## src/ttb_fifo.sv

```systemverilog
// Small register queue between the front end and the back end.
`timescale 1ns / 1ps
module ttb_fifo #(
    parameter int WIDTH = 331,
    parameter int DEPTH = 2
) (
    input  logic             i_clk,
    input  logic             i_rst_n,
    input  logic             i_valid,
    output logic             o_ready,
    input  logic [WIDTH-1:0] i_data,
    output logic             o_valid,
    input  logic             i_ready,
    output logic [WIDTH-1:0] o_data
);
    localparam int PTR_W = $clog2(DEPTH);
    localparam int CNT_W = $clog2(DEPTH + 1);

    logic [WIDTH-1:0] r_mem [DEPTH];
    logic [PTR_W-1:0] r_wr;
    logic [PTR_W-1:0] r_rd;
    logic [CNT_W-1:0] r_cnt;
    logic             push;
    logic             pop;

    assign o_ready = (r_cnt != CNT_W'(DEPTH));
    assign o_valid = (r_cnt != '0);
    assign o_data  = r_mem[r_rd];
    assign push    = i_valid && o_ready;
    assign pop     = o_valid && i_ready;

    always_ff @(posedge i_clk) begin
        if (!i_rst_n) begin
            r_wr  <= '0;
            r_rd  <= '0;
            r_cnt <= '0;
        end else begin
            if (push) begin
                r_wr <= (r_wr == PTR_W'(DEPTH - 1)) ? '0 : r_wr + 1'b1;
            end
            if (pop) begin
                r_rd <= (r_rd == PTR_W'(DEPTH - 1)) ? '0 : r_rd + 1'b1;
            end
            if (push && !pop) begin
                r_cnt <= r_cnt + 1'b1;
            end else if (pop && !push) begin
                r_cnt <= r_cnt - 1'b1;
            end
        end
    end

    always_ff @(posedge i_clk) begin
        if (push) begin
            r_mem[r_wr] <= i_data;
        end
    end
endmodule

```

## config.mk

```make
export PLATFORM = sky130hd
export DESIGN_NAME = ttb_fifo
export DESIGN_NICKNAME = d
export VERILOG_FILES = /design/src/ttb_fifo.sv
export SDC_FILE = /design/constraint.sdc
export NUM_CORES = 1
export LEC_CHECK = 0
export ABC_AREA = 1
export BUFFER_PORTS_ARGS = -buffer_cell sky130_fd_sc_hd__buf_2
export CORE_AREA = 2 2 260 262
export CTS_CLUSTER_SIZE = 14
export DETAILED_ROUTE_END_ITERATION = 8
export DIE_AREA = 0 0 262 264
export MAX_ROUTING_LAYER = met4
export PLACE_DENSITY_LB_ADDON = 0.3
export SLEW_MARGIN = 10
export SYNTH_ARGS = -nofsm -noshare
export SYNTH_HDL_FRONTEND = slang
export SYNTH_SLANG_ARGS = --single-unit
```

## constraint.sdc

```tcl
create_clock -name i_clk -period 42.4 [get_ports i_clk]
set_clock_uncertainty 0.15 [all_clocks]
set_input_delay 8.48 -clock i_clk [delete_from_list [all_inputs] [get_ports i_clk]]
set_output_delay 8.48 -clock i_clk [all_outputs]
set_load 0.05 [all_outputs]
```

==> out/summary.md <==
The run finished with clean final reports. On the critical path the largest part of the delay comes from buffers and inverters. The area growth from synthesis to layout works out to 24.4%. The most frequent cell on the critical path was sky130_fd_sc_hd__buf_4. Setup repair after global routing left no endpoint under its margin. The number of max-slew violations in the final report is 0.

For this run, the number of Yosys warnings is 0. For this run, the slowest stage of the critical path takes 0.92 ns. Number of placed instances with taps included: 2586.

The critical path launch point type is a register. STA puts the critical path data required time at 33.77 ns. The run gives 19 as the number of antenna violations at the first check in global routing.

For this design, the CTS-stage hold fixing added 0 buffers. The run gives 0.00215 W as the overall power of the completed layout. The HPWL after detailed placement is 40600 microns. The cell area after placement was 29500 sq um.

Summed over all instances, the cell type with the most area after synthesis is sky130_fd_sc_hd__edfxtp_1. The routed layout has 12500 vias. The post-layout minimum cycle time is 12.61 ns, and the post-synthesis average cell area is 23.9 sq um. The tools report the clock latency on the worst-skew pair as 0.60 ns. The tools report the critical hold path startpoint as r_rd$_SDFFE_PN0P_.

In the global route stage, overall resource usage came out at 16.6%. The number of buffers added on ports works out to 667. Leaving out filler cells and counting taps, the final layout contains 2728. The post-CTS clock slew at the launch and capture registers of the worst setup and hold paths works out to 0.06 ns.

In the finished design, the share of the clock period the worst path needs comes to 29.7%. Once detail routing completed, the nets flagged for antenna violations numbered 0. The synthesized netlist contains 17 unique library cells.

The worst hold path belongs to the class reg -> reg. The tool flagged a number of max-cap violations equal to 0. The first routing iteration left 593 violations.

The logs give 0.853 for the placer congestion estimate and 31700 sq um for the cell area after layout. The logs give 3 for the buffer levels on the longest clock path and 0 for the post-CTS setup repair buffer count. The run gives 47.6% as the utilization of the core after routing. The setup check on the worst reg-to-reg path leaves a slack of 38.35 ns.

The final hold violation count was 0; the peak fanout along the critical path was 60. For the post-synthesis net count, the log shows 1403. The data arrival time of the critical path is 3.98 ns. Headroom to the max-slew limit came out at 26.6%.

Maximum vdd ir drop: 0.0467 mV. The endpoint of the worst-slack reg-to-reg timing path is r_mem[1][111]$_DFFE_PP_. Entering global routing, the biggest net connects 79 pins. The worst hold path was traced through 2 stages.

The top-area cell type share of the netlist area is 78.1%, and the count of endpoints failing setup in the final report is 0. After detailed routing, the number of remaining DRC violations is 0. The number of cell rows is 95, and the worst path buffer plus inverter count is 3. For the pin with the worst max-slew slack, the measured transition is 1.10 ns. TritonCTS built the clock tree. Die width: 262 microns. The final layout contains 2122 nets.

Counting cells, the worst reg-to-reg path comes to 7. The number of gates resized after CTS was 0. Dividing total power by cell area gives a power density of 68.0 nW/um^2. Counting the buffers created by CTS gives 71. Measured along the y axis, the die boundary spans 264 microns. The global-route wire length before repair is 82400 microns, and the post-synthesis sequential area ratio is 78.5%. The register bit count reported by yosys was 667; the effective utilization at floorplan was 38.2%.

The die area was 69200 sq um. Summed over all failing endpoints, the final setup total negative slack is 0 ns. The logs give 13300 for the number of global-route vias before repair and 12.3 nW for the static leakage. The kind of end point of the critical path was an output pin. Pin placement for this block handled 668 I/O pins. The endpoint of the worst hold path was r_rd$_SDFFE_PN0P_.

Synthesis produced a netlist whose cell count is 1067. The slowest stage of the critical path belongs to the cell sky130_fd_sc_hd__buf_4. The remaining global-route overflow is 0, and the proportion of layout cells with a drive suffix above 1 is 60.3%. Wire length per cell after detailed routing: 21.2 microns. The region available for standard cell placement spans 66600 sq um.

Static timing analysis puts the maximum clock frequency at 79.3 MHz. The critical path is of the reg -> out type. Clock tree synthesis found a total of 667 sinks.

The pre-antenna-repair detailed-routing pass consisted of 5 iterations. Yosys attributes the largest share of cell area to sky130_fd_sc_hd__edfxtp_1 78%, sky130_fd_sc_hd__mux2_4 17%, sky130_fd_sc_hd__mux2_2 1.8%, sky130_fd_sc_hd__buf_8 1.8%, sky130_fd_sc_hd__dfxtp_1 0.39%. In the routed layout, each cell is associated on average with a via count of 4.59.

Post-detailed-routing wire length: 57800 microns. The cell area that synthesis handed to floorplanning was 25500 sq um. The worst reg2reg path startpoint is r_cnt[0]$_SDFFE_PN0P_. In this run the clock root is driven by a sky130_fd_sc_hd__clkbuf_16. The H-tree was split into 3 levels. The signal on the critical path passes through buf_4 -> buf_4 -> mux2_4 -> buf_2.
## cell type report
cell class,count,area [sq um]
Clock inverter,31,216
Tap cell,873,1090
Clock buffer,91,1890
Multi-Input combinational cell,355,4940
Antenna cell,20,50.0
Fill cell,5677,34900
Inverter,8,30.0
Sequential cell,667,20000
Timing Repair Buffer,683,3460
## worst min-delay path: stages, from the launching register on
cell and delay, ns:
sky130_fd_sc_hd__dfxtp_1 0.32, sky130_fd_sc_hd__nor2_1 0.06, sky130_fd_sc_hd__nor2_1 0.08
## cell usage after synthesis (all sizes together)
| master | n |
|---|---|
| nand3 | 1 |
| mux2 | 331 |
| buf | 37 |
| nor2 | 8 |
| edfxtp | 662 |
| o21a | 1 |
| ha | 1 |
| nand2 | 9 |
| o21ai | 2 |
| nand4 | 1 |
| inv | 8 |
| dfxtp | 5 |
| a21oi | 1 |
## sequential cells by signal, indices dropped and copies added, names as in the netlist, named ones only
name	count
r_rd	1
r_wr	1
r_cnt	2
r_mem	662
## cells in the final DEF, fill, tap and decap left out, types with 3 or more instances in the layout
cell,n
sky130_fd_sc_hd__edfxtp_1,662
sky130_fd_sc_hd__buf_4,16
sky130_fd_sc_hd__dfxtp_1,4
sky130_fd_sc_hd__mux2_2,41
sky130_fd_sc_hd__inv_1,8
sky130_fd_sc_hd__clkinv_1,16
sky130_fd_sc_hd__clkbuf_1,17
sky130_fd_sc_hd__clkbuf_16,72
sky130_fd_sc_hd__nor2_1,6
sky130_fd_sc_hd__nand2_1,9
sky130_fd_sc_hd__buf_2,667
sky130_fd_sc_hd__inv_6,3
sky130_fd_sc_hd__diode_2,20
sky130_fd_sc_hd__mux2_4,290
sky130_fd_sc_hd__clkinv_2,6
## worst max-delay path by stage
stage	cells after the start	slack, ns	end
after CTS	4	29.70	o_data[78]
after global placement	6	30.36	r_mem[0][118]$_DFFE_PP_
after floorplan	2	18.92	r_mem[0][0]$_DFFE_PP_
after detailed placement	6	30.31	r_mem[0][114]$_DFFE_PP_
after global routing	4	29.55	o_data[78]
final	4	29.79	o_data[78]
## layer usage
metal  part of all wire [%]  up-vias  global-route usage, %
li1                       -     5728                      -
met1                     37     6215                   17.9
met2                     51      488                   27.7
met3                    8.7       98                   5.81
met4                    3.1        0                   6.89
met5                      0        -                      -
## logic make-up after synthesis
group           count (synthesis)  share of synthesized area [%]
mux                           331                           18.9
fa+ha+maj                       1                         0.0491
simple gates                   19                          0.295
compound gates                  4                         0.0885
buf+inv                        45                           2.17
flops                         667                           78.5
## power by group
group / switching (W) / internal (W) / total, W
Clock: 0.000243 / 0.000317 / 0.000561
Combinational: 0.000509 / 0.000218 / 0.000727
Sequential: 0.0000285 / 0.000836 / 0.000864
Total: 0.000781 / 0.00137 / 0.00215
## stage by stage
step / hold WS, ns / setup WS [ns]
6_report: 0.347 / 29.79
5_1_grt: 0.406 / 29.55
4_1_cts: 0.353 / 29.70
3_5_place_dp: 0.339 / 30.31
3_3_place_gp: 0.331 / 30.36
2_1_floorplan: 0.317 / 18.92
Note: power is estimated with default switching activity, not from simulation.
