==> config.mk <==
export PLATFORM = sky130hd
export DESIGN_NAME = ttb_front_flat
export DESIGN_NICKNAME = d
export VERILOG_FILES = /design/src/ttb_pkg.sv /design/src/ttb_if.sv /design/src/ttb_front.sv /design/src/flat_wrapper.sv
export SDC_FILE = /design/constraint.sdc
export NUM_CORES = 1
export LEC_CHECK = 0
export BUFFER_PORTS_ARGS = -buffer_cell sky130_fd_sc_hd__buf_2
export CORE_MARGIN = 2
export CORE_UTILIZATION = 35
export DETAILED_ROUTE_END_ITERATION = 10
export PLACE_DENSITY = 0.59
export SYNTH_ARGS = -nofsm -noshare
export SYNTH_HDL_FRONTEND = slang
export SYNTH_SLANG_ARGS = --single-unit
==> constraint.sdc <==
create_clock -name i_clk -period 14.6 [get_ports i_clk]
set_clock_uncertainty 0.2 [all_clocks]
set_input_delay 2.92 -clock i_clk [delete_from_list [all_inputs] [get_ports i_clk]]
set_output_delay 2.92 -clock i_clk [all_outputs]
set_load 0.005 [all_outputs]
==> src/ttb_pkg.sv <==
// Shared constants and types of the tangent and binormal generator.
`timescale 1ns / 1ps
package ttb_pkg;
    localparam int POS_WIDTH     = 32;  // input field width
    localparam int VEC_WIDTH     = 16;  // output component width, Q2.14
    localparam int NORM_BITS     = 30;  // magnitudes are cut to this many bits
    localparam int Q14_SHIFT     = 14;
    localparam int QUO_BITS      = 15;  // quotient never exceeds 16384
    localparam int LEN_WIDTH     = 31;  // vector length width
    localparam int SUM_WIDTH     = 62;  // sum of three squares
    localparam int ROOT_WIDTH    = 63;  // square root working width
    localparam int NUM_WIDTH     = 45;  // rounded dividend width
    localparam int SQRT_STEPS    = 32;
    localparam int MUL_STEPS     = 14;
    localparam int VERTS_PER_TRI = 3;
    localparam int QUEUE_DEPTH   = 2;

    typedef struct packed {
        logic signed [VEC_WIDTH-1:0] tangent_x;
        logic signed [VEC_WIDTH-1:0] tangent_y;
        logic signed [VEC_WIDTH-1:0] tangent_z;
        logic signed [VEC_WIDTH-1:0] binormal_x;
        logic signed [VEC_WIDTH-1:0] binormal_y;
        logic signed [VEC_WIDTH-1:0] binormal_z;
        logic                        degenerate;
    } t_res;
endpackage

==> src/ttb_if.sv <==
// Vertex and result channel interfaces of the tangent and binormal generator.
`timescale 1ns / 1ps
interface ttb_vtx_if;
    logic                                  valid;
    logic                                  ready;
    logic signed [ttb_pkg::POS_WIDTH-1:0]  pos_x;
    logic signed [ttb_pkg::POS_WIDTH-1:0]  pos_y;
    logic signed [ttb_pkg::POS_WIDTH-1:0]  pos_z;
    logic signed [ttb_pkg::POS_WIDTH-1:0]  tex_u;
    logic signed [ttb_pkg::POS_WIDTH-1:0]  tex_v;
    logic                                  mesh_end;

    modport source (output valid, pos_x, pos_y, pos_z, tex_u, tex_v, mesh_end, input ready);
    modport sink (input valid, pos_x, pos_y, pos_z, tex_u, tex_v, mesh_end, output ready);
endinterface


==> src/ttb_front.sv <==
// Front end: collects vertices into triangles and forms edge and UV deltas.
`timescale 1ns / 1ps
module ttb_front #(
    parameter int COORD_WIDTH = 32
) (
    input  logic                            i_clk,
    input  logic                            i_rst_n,
    ttb_vtx_if.sink                         i_vtx,
    output logic                            o_tri_valid,
    input  logic                            i_tri_ready,
    output logic [10*(COORD_WIDTH+1):0]     o_tri_data
);
    localparam int DW = COORD_WIDTH + 1;

    localparam logic [1:0] PH_V0 = 2'd0;
    localparam logic [1:0] PH_V1 = 2'd1;
    localparam logic [1:0] PH_V2 = 2'd2;

    logic [1:0]             r_phase;
    logic [1:0]             phase;
    logic [1:0]             n_phase;
    logic [COORD_WIDTH-1:0] r_hpos [6];
    logic [COORD_WIDTH-1:0] r_htex [4];
    logic [COORD_WIDTH-1:0] in_pos [3];
    logic signed [DW-1:0]   e1 [3];
    logic signed [DW-1:0]   e2 [3];
    logic signed [DW-1:0]   du1, dv1, du2, dv2;
    logic                   accept;

    function automatic logic signed [DW-1:0] sx(input logic [COORD_WIDTH-1:0] v);
        return signed'({v[COORD_WIDTH-1], v});
    endfunction

    // The unused fourth phase code behaves like the first vertex.
    assign phase = (r_phase == PH_V1 || r_phase == PH_V2) ? r_phase : PH_V0;

    assign in_pos[0] = i_vtx.pos_x[COORD_WIDTH-1:0];
    assign in_pos[1] = i_vtx.pos_y[COORD_WIDTH-1:0];
    assign in_pos[2] = i_vtx.pos_z[COORD_WIDTH-1:0];

    assign i_vtx.ready = (phase != PH_V2) || i_tri_ready;
    assign accept      = i_vtx.valid && i_vtx.ready;
    assign o_tri_valid = i_vtx.valid && (phase == PH_V2);

    always_comb begin
        for (int k = 0; k < 3; k++) begin
            e1[k] = sx(r_hpos[3+k]) - sx(r_hpos[k]);
            e2[k] = sx(in_pos[k]) - sx(r_hpos[k]);
        end
        du1 = sx(r_htex[2]) - sx(r_htex[0]);
        dv1 = sx(r_htex[3]) - sx(r_htex[1]);
        du2 = sx(i_vtx.tex_u[COORD_WIDTH-1:0]) - sx(r_htex[0]);
        dv2 = sx(i_vtx.tex_v[COORD_WIDTH-1:0]) - sx(r_htex[1]);
    end

    assign o_tri_data = {i_vtx.mesh_end, dv2, du2, dv1, du1,
                         e2[2], e2[1], e2[0], e1[2], e1[1], e1[0]};

    always_comb begin
        case (phase)
            PH_V0:   n_phase = i_vtx.mesh_end ? PH_V0 : PH_V1;
            PH_V1:   n_phase = i_vtx.mesh_end ? PH_V0 : PH_V2;
            default: n_phase = PH_V0;
        endcase
    end

    always_ff @(posedge i_clk) begin
        if (!i_rst_n) begin
            r_phase <= PH_V0;
        end else if (accept) begin
            r_phase <= n_phase;
        end
    end

    // Vertex store; a mesh end on a partial triangle simply drops it.
    always_ff @(posedge i_clk) begin
        if (accept && phase != PH_V2) begin
            for (int k = 0; k < 3; k++) begin
                if (phase == PH_V1) begin
                    r_hpos[3+k] <= in_pos[k];
                end else begin
                    r_hpos[k] <= in_pos[k];
                end
            end
            if (phase == PH_V1) begin
                r_htex[2] <= i_vtx.tex_u[COORD_WIDTH-1:0];
                r_htex[3] <= i_vtx.tex_v[COORD_WIDTH-1:0];
            end else begin
                r_htex[0] <= i_vtx.tex_u[COORD_WIDTH-1:0];
                r_htex[1] <= i_vtx.tex_v[COORD_WIDTH-1:0];
            end
        end
    end
endmodule

==> src/flat_wrapper.sv <==
// flat-port wrapper written by rule: the top's interface ports become plain ports
module ttb_front_flat 
#(
    parameter int COORD_WIDTH = 32
)
  (i_clk, i_rst_n, o_tri_valid, i_tri_ready, o_tri_data, i_vtx_valid, i_vtx_pos_x, i_vtx_pos_y, i_vtx_pos_z, i_vtx_tex_u, i_vtx_tex_v, i_vtx_mesh_end, i_vtx_ready);
  ttb_vtx_if i_vtx_i ();
  input  logic i_clk;
  input  logic i_rst_n;
  output logic o_tri_valid;
  input  logic i_tri_ready;
  output logic [10*(COORD_WIDTH+1):0] o_tri_data;
  input wire logic [$bits(i_vtx_i.valid)-1:0] i_vtx_valid;
  input wire logic [$bits(i_vtx_i.pos_x)-1:0] i_vtx_pos_x;
  input wire logic [$bits(i_vtx_i.pos_y)-1:0] i_vtx_pos_y;
  input wire logic [$bits(i_vtx_i.pos_z)-1:0] i_vtx_pos_z;
  input wire logic [$bits(i_vtx_i.tex_u)-1:0] i_vtx_tex_u;
  input wire logic [$bits(i_vtx_i.tex_v)-1:0] i_vtx_tex_v;
  input wire logic [$bits(i_vtx_i.mesh_end)-1:0] i_vtx_mesh_end;
  output wire logic [$bits(i_vtx_i.ready)-1:0] i_vtx_ready;
  assign i_vtx_i.valid = i_vtx_valid;
  assign i_vtx_i.pos_x = i_vtx_pos_x;
  assign i_vtx_i.pos_y = i_vtx_pos_y;
  assign i_vtx_i.pos_z = i_vtx_pos_z;
  assign i_vtx_i.tex_u = i_vtx_tex_u;
  assign i_vtx_i.tex_v = i_vtx_tex_v;
  assign i_vtx_i.mesh_end = i_vtx_mesh_end;
  assign i_vtx_ready = i_vtx_i.ready;
  ttb_front #(.COORD_WIDTH(COORD_WIDTH)) u_core (.i_clk(i_clk), .i_rst_n(i_rst_n), .i_vtx(i_vtx_i), .o_tri_valid(o_tri_valid), .i_tri_ready(i_tri_ready), .o_tri_data(o_tri_data));
endmodule
==> summary.txt, run 1 <==
Worst setup path
  • Required @ worst endpoint: approximately 11 ns
  • WS Path Type: input port to output pin
  • Setup slack, reg-to-reg: around 11 ns
  • Critical Path AT: between 6 and 7 ns
  • Critical-path cell list: buf_2, inv_1, ha_1, fa_1, nor2b_1, o21ai_1, a2111oi_0, nor2_1, a21oi_1, o2111ai_1, o31ai_1, a31oi_1, o211ai_1, xor2_1, buf_2
  • Crit start category: input port
  • Most Frequent Cell on Critical Path: buf_2
  • Crit-path max FO: 3
  • CP max stage cell: o31ai_1
  • Slowest stage delay, CP: roughly 0.54 ns
  • Worst setup EP type: output pin

STA
  • Final setup violation count: 0
  • Slew Viols, Final: 0
  • Clock period minus worst slack: 9.54 ns
  • TNS Setup: 0 ns
  • Final Cycle Share: 65.3%
  • Setup ws final: 5.06 ns
  • Fmax: around 100 MHz
  • Setup repair after global routing missed its margin: no
  • Worst Tran Pin Value: ~1.1 ns
  • Slew HR: 24.3%
  • Final Hold Viols: 0
  • Hold_ws: 0.348 ns

Clocking
  • Post-cts resize count: 0
  • Max clock buf depth: 3
  • H-Tree Depth: 2
  • Hold_buf cts: 0
  • TritonCTS Buffers: 43
  • Clock Sinks: around 320
  • Worst-Skew Late Latency: about 0.56 ns
  • Root Buffer: clkbuf_16
  • CTS tree: built
  • Clock Pin Slew Worst Setup and Hold Paths: around 0.060 ns
  • Post-CTS setup buffer count: 0

Place
  • Gpl congestion: approximately 0.9
  • Port Buffers: 497
  • Dpl cell area: 29100 um^2
  • Dpl cells: about 4000
  • Final HPWL DP: 59500 um
  • Worst slack at placement: 5.11 ns

Synthesis
  • Post-synth top area share: between 30% and 40%
  • Post-synth EDFFs: between 300 and 400
  • Most frequent cells after synthesis: ha_1, edfxtp_1, a21oi_1
  • Cell variety after synth: between 70 and 80
  • Syn Area/Cell: approximately 9.7 um^2
  • Most numerous cell in the Yosys netlist: ha_1
  • Gate Count Post-Synth: ~2600
  • Mapped Area: about 25000 um^2
  • Sequential fraction of the synthesis area: between 30% and 40%
  • Synth Warn #: 0
  • Area contributors post-synth: edfxtp_1, ha_1, xnor2_1, a21oi_1, a21o_1
  • Area leader, netlist: edfxtp_1
  • Post-Synthesis Net Count: around 3100
  • Top FF cell, synth: edfxtp_1
  • Async S/R FF share, synth: 0%
  • FF+latch count, synth: about 320

Floorplan
  • Die area: roughly 75000 um^2
  • Die X: about 270 um
  • Num rows: 98
  • Effective utilization at floorplan: between 30% and 40%
  • IO Pins: 498
  • Die Y: 274 um
  • Area of the core: around 72000 um^2

Final layout
  • Syn-to-layout area delta: 20.5%
  • Layout cell share with drive strength beyond 1: 18.5%
  • Final Instance Count excl. Fillers: between 4000 and 5000
  • Design area: 30700 um^2
  • NumNets Final: 3639

GRT
  • Global-route wire length before repair: ~110000 um
  • Largest net degree at the start of global routing: roughly 150
  • Antenna violations before repair: 24
  • All-Layer GR Usage: between 10% and 20%
  • Vias in the first global route: 20218
  • Gr ovfl total: 0

Power
  • Part of the power in the clock network: a little over a third
  • Internal: between 2 and 2.5 mW
  • Logic pwr share: about a third
  • Switch share: 31.4%
  • P_leak: between 10 and 15 nW
  • Psw: 1.02 mW
  • Share of power burned in registers: approximately a third
  • Peak VDD IR: 0.0826 mV
  • PwrDens: between 100 and 150 nW/um^2

Drt
  • DRC: 0
  • Detailed-route vias per instance: between 5 and 6
  • DR vias: between 20000 and 25000
  • Detailed Route Iter0 Violations: approximately 1000
  • WL final: approximately 73000 um
  • Drt first pass iters: 5
  • Drt wl/cell: between 15 and 20 um
  • Final ANT Viol Nets: 0

Job
  • Max_cap viols: 0

Status
  • Status: completed

Worst hold path
  • HP Class: flop to flop
## worst paths after layout
path                                  start  cells past startpoint                              to
min          u_core.r_phase[0]$_SDFFE_PN0P_                      2  u_core.r_phase[0]$_SDFFE_PN0P_
max                          i_vtx_pos_x[0]                     15                 o_tri_data[129]
max reg2reg  u_core.r_phase[0]$_SDFFE_PN0P_                      5  u_core.r_htex[2][26]$_DFFE_PP_
min reg2reg  u_core.r_phase[0]$_SDFFE_PN0P_                      2  u_core.r_phase[0]$_SDFFE_PN0P_
## power by group through the flow
| stage | clock, mW | combinational (mW) | sequential [mW] |
|---|---|---|---|
| floorplan | 0 | 0.625 | 1.10 |
| finish | 1.13 | 1.03 | 1.08 |
| global placement | 0 | 1.04 | 1.10 |
| global route | 1.20 | 1.15 | 1.08 |
| detailed placement | 0 | 1.04 | 1.10 |
| CTS | 1.16 | 1.04 | 1.08 |
## layout by cell type, fill, tap and decap left out, types with 55 or more instances in the layout
master    count
a21o_1      129
a21oi_1     256
buf_2       497
edfxtp_1    320
ha_1        322
inv_1       252
nand2_1     140
nand2b_1     55
nor2_1      171
o21a_1       70
o21ai_0     117
xnor2_1     193
xor2_1       73
## cells by family after synthesis
group / count (synthesis) / synth area share, %
AOI/OAI and AO/OA: 818 / 20.7
and+or+nand+nor: 606 / 11.6
adders and majority gates: 332 / 16.6
DFF: 322 / 37.9
buffers and inverters: 269 / 3.98
xor gates and xnor gates: 266 / 9.15
muxes: 1 / 0.0393
## layer usage
metal	up-vias	GRT usage (%)	routed length, um
met3	131	5.13	5320
met1	9723	23.2	31000
met4	12	7.29	2540
met2	527	31.3	34400
li1	10715	-	-
met5	-	0	74
## critical path, delay by kind of cell
family | cells | cell delay, ns
buf+inv | 3 | 0.26
xor+xnor | 1 | 0.16
simple gates | 2 | 0.28
compound gates | 7 | 2.16
fa+ha+maj | 2 | 0.62
## metrics by stage
| stage | utilization, % | power, mW |
|---|---|---|
| floorplan | - | 1.73 |
| global placement | 40.6 | 2.13 |
| detailed placement | 40.6 | 2.13 |
| CTS | 42.7 | 3.29 |
| global route | 42.8 | 3.43 |
| finish | 42.8 | 3.24 |
## state kept, by name, indices dropped and copies added, names as in the netlist
register	flops
u_core.r_hpos	192
u_core.r_htex	128
u_core.r_phase	2
## cell type report
cell class / count / area (um^2)
fillers: 7095 / 41000
multi-input cells: 2023 / 14800
flip-flops and latches: 322 / 9650
repair buffers: 500 / 2520
well taps: 950 / 1190
clock buffers: 50 / 1120
inverters: 252 / 946
clock inverters: 29 / 394
diodes: 18 / 45.0
(Power assumes the default switching activity.)
==> run 2, diff against run 1 <==
Settings changed: PLACE_DENSITY 0.59 to 0.57.
Clock period 14.6 ns to 9.55 ns, I/O delays scaled along.
==> run 2 against run 1 <==
Against the previous run: setup slack worse by 2.8 ns; first-iteration DRC count down 3.1%; register-to-register slack worse by 4.0 ns; critical path depth unchanged; utilization down 0.17 points; sequential power up 53%; global-route usage up 0.22 points; largest cell class unchanged; die area unchanged; clock-buffer cell count up 5.
==> summary.txt, run 2 (synthesis gave the netlist of run 1 again) <==
Drt
  • DRC: 0
  • Drt wl/cell: approximately 18 um
  • DR vias: ~21000
  • Final ANT Viol Nets: 0
  • Drt first pass iters: 6
  • Detailed Route Iter0 Violations: approximately 1000
  • WL final: 74200 um
  • Detailed-route vias per instance: about 5.1

Floorplan
  • Die X: 274 um
  • IO Pins: 498
  • Die Y: ~270 um
  • Num rows: 98
  • Effective utilization at floorplan: a little over a third
  • Area of the core: 71700 um^2
  • Die area: roughly 75000 um^2

Power
  • P_leak: around 14 nW
  • Peak VDD IR: roughly 0.12 mV
  • Psw: about 1.6 mW
  • PwrDens: 159 nW/um^2
  • Switch share: between 30 and 40%
  • Logic pwr share: between 30% and 40%
  • Share of power burned in registers: around 34%
  • Internal: around 3.3 mW
  • Part of the power in the clock network: between 30 and 40%

Final layout
  • Syn-to-layout area delta: 20.0%
  • Design area: ~30000 um^2
  • Top Registers: u_core.r_hpos x192, u_core.r_htex x128, u_core.r_phase x2
  • Fillers: 7128
  • Layout cell share with drive strength beyond 1: 18.3%
  • Reg area: 9650 um^2
  • Final Instance Count excl. Fillers: approximately 4100
  • Number of flip-flops in the largest register: around 190
  • Area of the multi-input gates: between 10000 and 15000 um^2
  • NumNets Final: 3640
  • Most frequent cells in the layout: buf_2, ha_1, edfxtp_1, a21oi_1, inv_1
  • Most common cell after layout, fill and taps aside: buf_2
  • Top reg by flops: u_core.r_hpos

GRT
  • Global-route wire length before repair: 112000 um
  • All-Layer GR Usage: approximately a fifth
  • Vias in the first global route: between 20000 and 25000
  • Largest net degree at the start of global routing: around 140
  • M3 GR Usage: 4.27%
  • Most Crowded Layer GR: met2
  • Grt met1 use: 24.2%
  • Met2 Use GR: roughly a third
  • Antenna violations before repair: 21
  • Gr ovfl total: 0

Worst setup path
  • Slowest stage delay, CP: around 0.62 ns
  • Critical Path AT: around 5.2 ns
  • CP top delay family: compound AO/OA/AOI/OAI gates
  • Crit-path max FO: 4
  • End of the worst register-to-register path: u_core.r_hpos[0][191]$_DFFE_PP_
  • Crit start category: input port
  • WS Path Type: input port to output pin
  • Worst setup EP type: output pin
  • Critical-path cell list: buf_2, inv_1, ha_1, fa_1, nor2b_1, o21a_1, a31o_1, o22ai_2, o31ai_1, a221o_1, a21oi_1, o21bai_1, a211oi_1, a211o_1, buf_2
  • Buf/Inv on CP: 3
  • Setup slack, reg-to-reg: slightly below 7 ns
  • Required @ worst endpoint: approximately 7.4 ns
  • CP max stage cell: o31ai_1
  • Most Frequent Cell on Critical Path: buf_2
  • R2R depth: 4
  • RR Startpoint: u_core.r_phase[0]$_SDFFE_PN0P_

STA
  • Hold_ws: 0.347 ns
  • TNS Setup: 0 ns
  • Setup repair after global routing missed its margin: no
  • Final Hold Viols: 0
  • Final Cycle Share: 76.3%
  • Slew HR: ~21%
  • Clock period minus worst slack: about 7.3 ns
  • Slew Viols, Final: 0
  • Worst Tran Pin Value: between 1 and 1.5 ns
  • Final setup violation count: 0
  • Fmax: around 140 MHz

Clocking
  • Hold_buf cts: 0
  • Post-cts resize count: 0
  • CTS tree: built
  • TritonCTS Buffers: 43
  • Max clock buf depth: 3
  • Worst-Skew Late Latency: 0.56 ns
  • Post-CTS setup buffer count: 0
  • Root Buffer: clkbuf_16
  • Clock Pin Slew Worst Setup and Hold Paths: roughly 0.06 ns
  • H-Tree Depth: 2
  • Clock Sinks: between 300 and 400

Worst hold path
  • Hold Path Origin: u_core.r_phase[0]$_SDFFE_PN0P_
  • HP Class: flop to flop
  • Worst Hold Endpoint: u_core.r_phase[0]$_SDFFE_PN0P_
  • Hold path depth: 2

Status
  • Status: completed

Job
  • Max_cap viols: 0

Place
  • Dpl cell area: between 20000 and 30000 um^2
  • Final HPWL DP: 59900 um
  • Gpl congestion: 0.885
  • Port Buffers: between 400 and 500
  • Dpl cells: between 4000 and 5000
[run 2: worst min-delay path: cells and delay by family (launching register included)]
family	cells	cell delay (ns)
AND/OR/NAND/NOR	1	0.05
AO/OA/AOI/OAI	1	0.13
flip-flops	1	0.32
[run 2: final cells by class]
cell class,instances,area share [%]
Antenna cell,9,0.0737
Clock buffer,55,3.83
Inverter,252,3.09
Clock inverter,24,0.749
Sequential cell,322,31.6
Timing Repair Buffer,501,8.32
Tap cell,950,3.89
Multi-Input combinational cell,2023,48.5
[run 2: power by group through the flow]
| stage | Sequential, mW | Clock, mW | Combinational [mW] |
|---|---|---|---|
| finish | 1.65 | 1.61 | 1.59 |
| detailed placement | 1.68 | 0 | 1.59 |
| CTS | 1.65 | 1.67 | 1.60 |
| floorplan | 1.69 | 0 | 0.956 |
| global route | 1.65 | 1.72 | 1.75 |
| global placement | 1.68 | 0 | 1.59 |
[run 2: stage by stage]
step / total power, mW / setup WS (ns) / util [%]
global placement: 3.27 / 2.25 / 40.6
detailed placement: 3.27 / 2.22 / 40.6
global route: 5.12 / 1.88 / 42.6
finish: 4.85 / 2.26 / 42.6
floorplan: 2.64 / 0.785 / -
CTS: 4.92 / 2.19 / 42.6
[run 2: how the worst max path moves through the flow]
stage | start | end | cells after the start
3_5_place_dp | i_vtx_pos_x[0] | o_tri_data[129] | 15
2_1_floorplan | i_vtx_valid | u_core.r_hpos[0][0]$_DFFE_PP_ | 1
4_1_cts | i_vtx_pos_x[0] | o_tri_data[129] | 15
3_3_place_gp | i_vtx_pos_x[0] | o_tri_data[129] | 15
5_1_grt | i_vtx_pos_x[0] | o_tri_data[129] | 15
6_report | i_vtx_tex_v[0] | o_tri_data[329] | 15
[run 2: per-layer routing]
metal / routed length (um) / share of wire [%] / vias to the layer above
met5: 114 / 0.15 / -
met4: 1990 / 2.7 / 18
met3: 4190 / 5.6 / 115
met2: 35200 / 47 / 427
met1: 32800 / 44 / 9789
li1: - / - / 10682
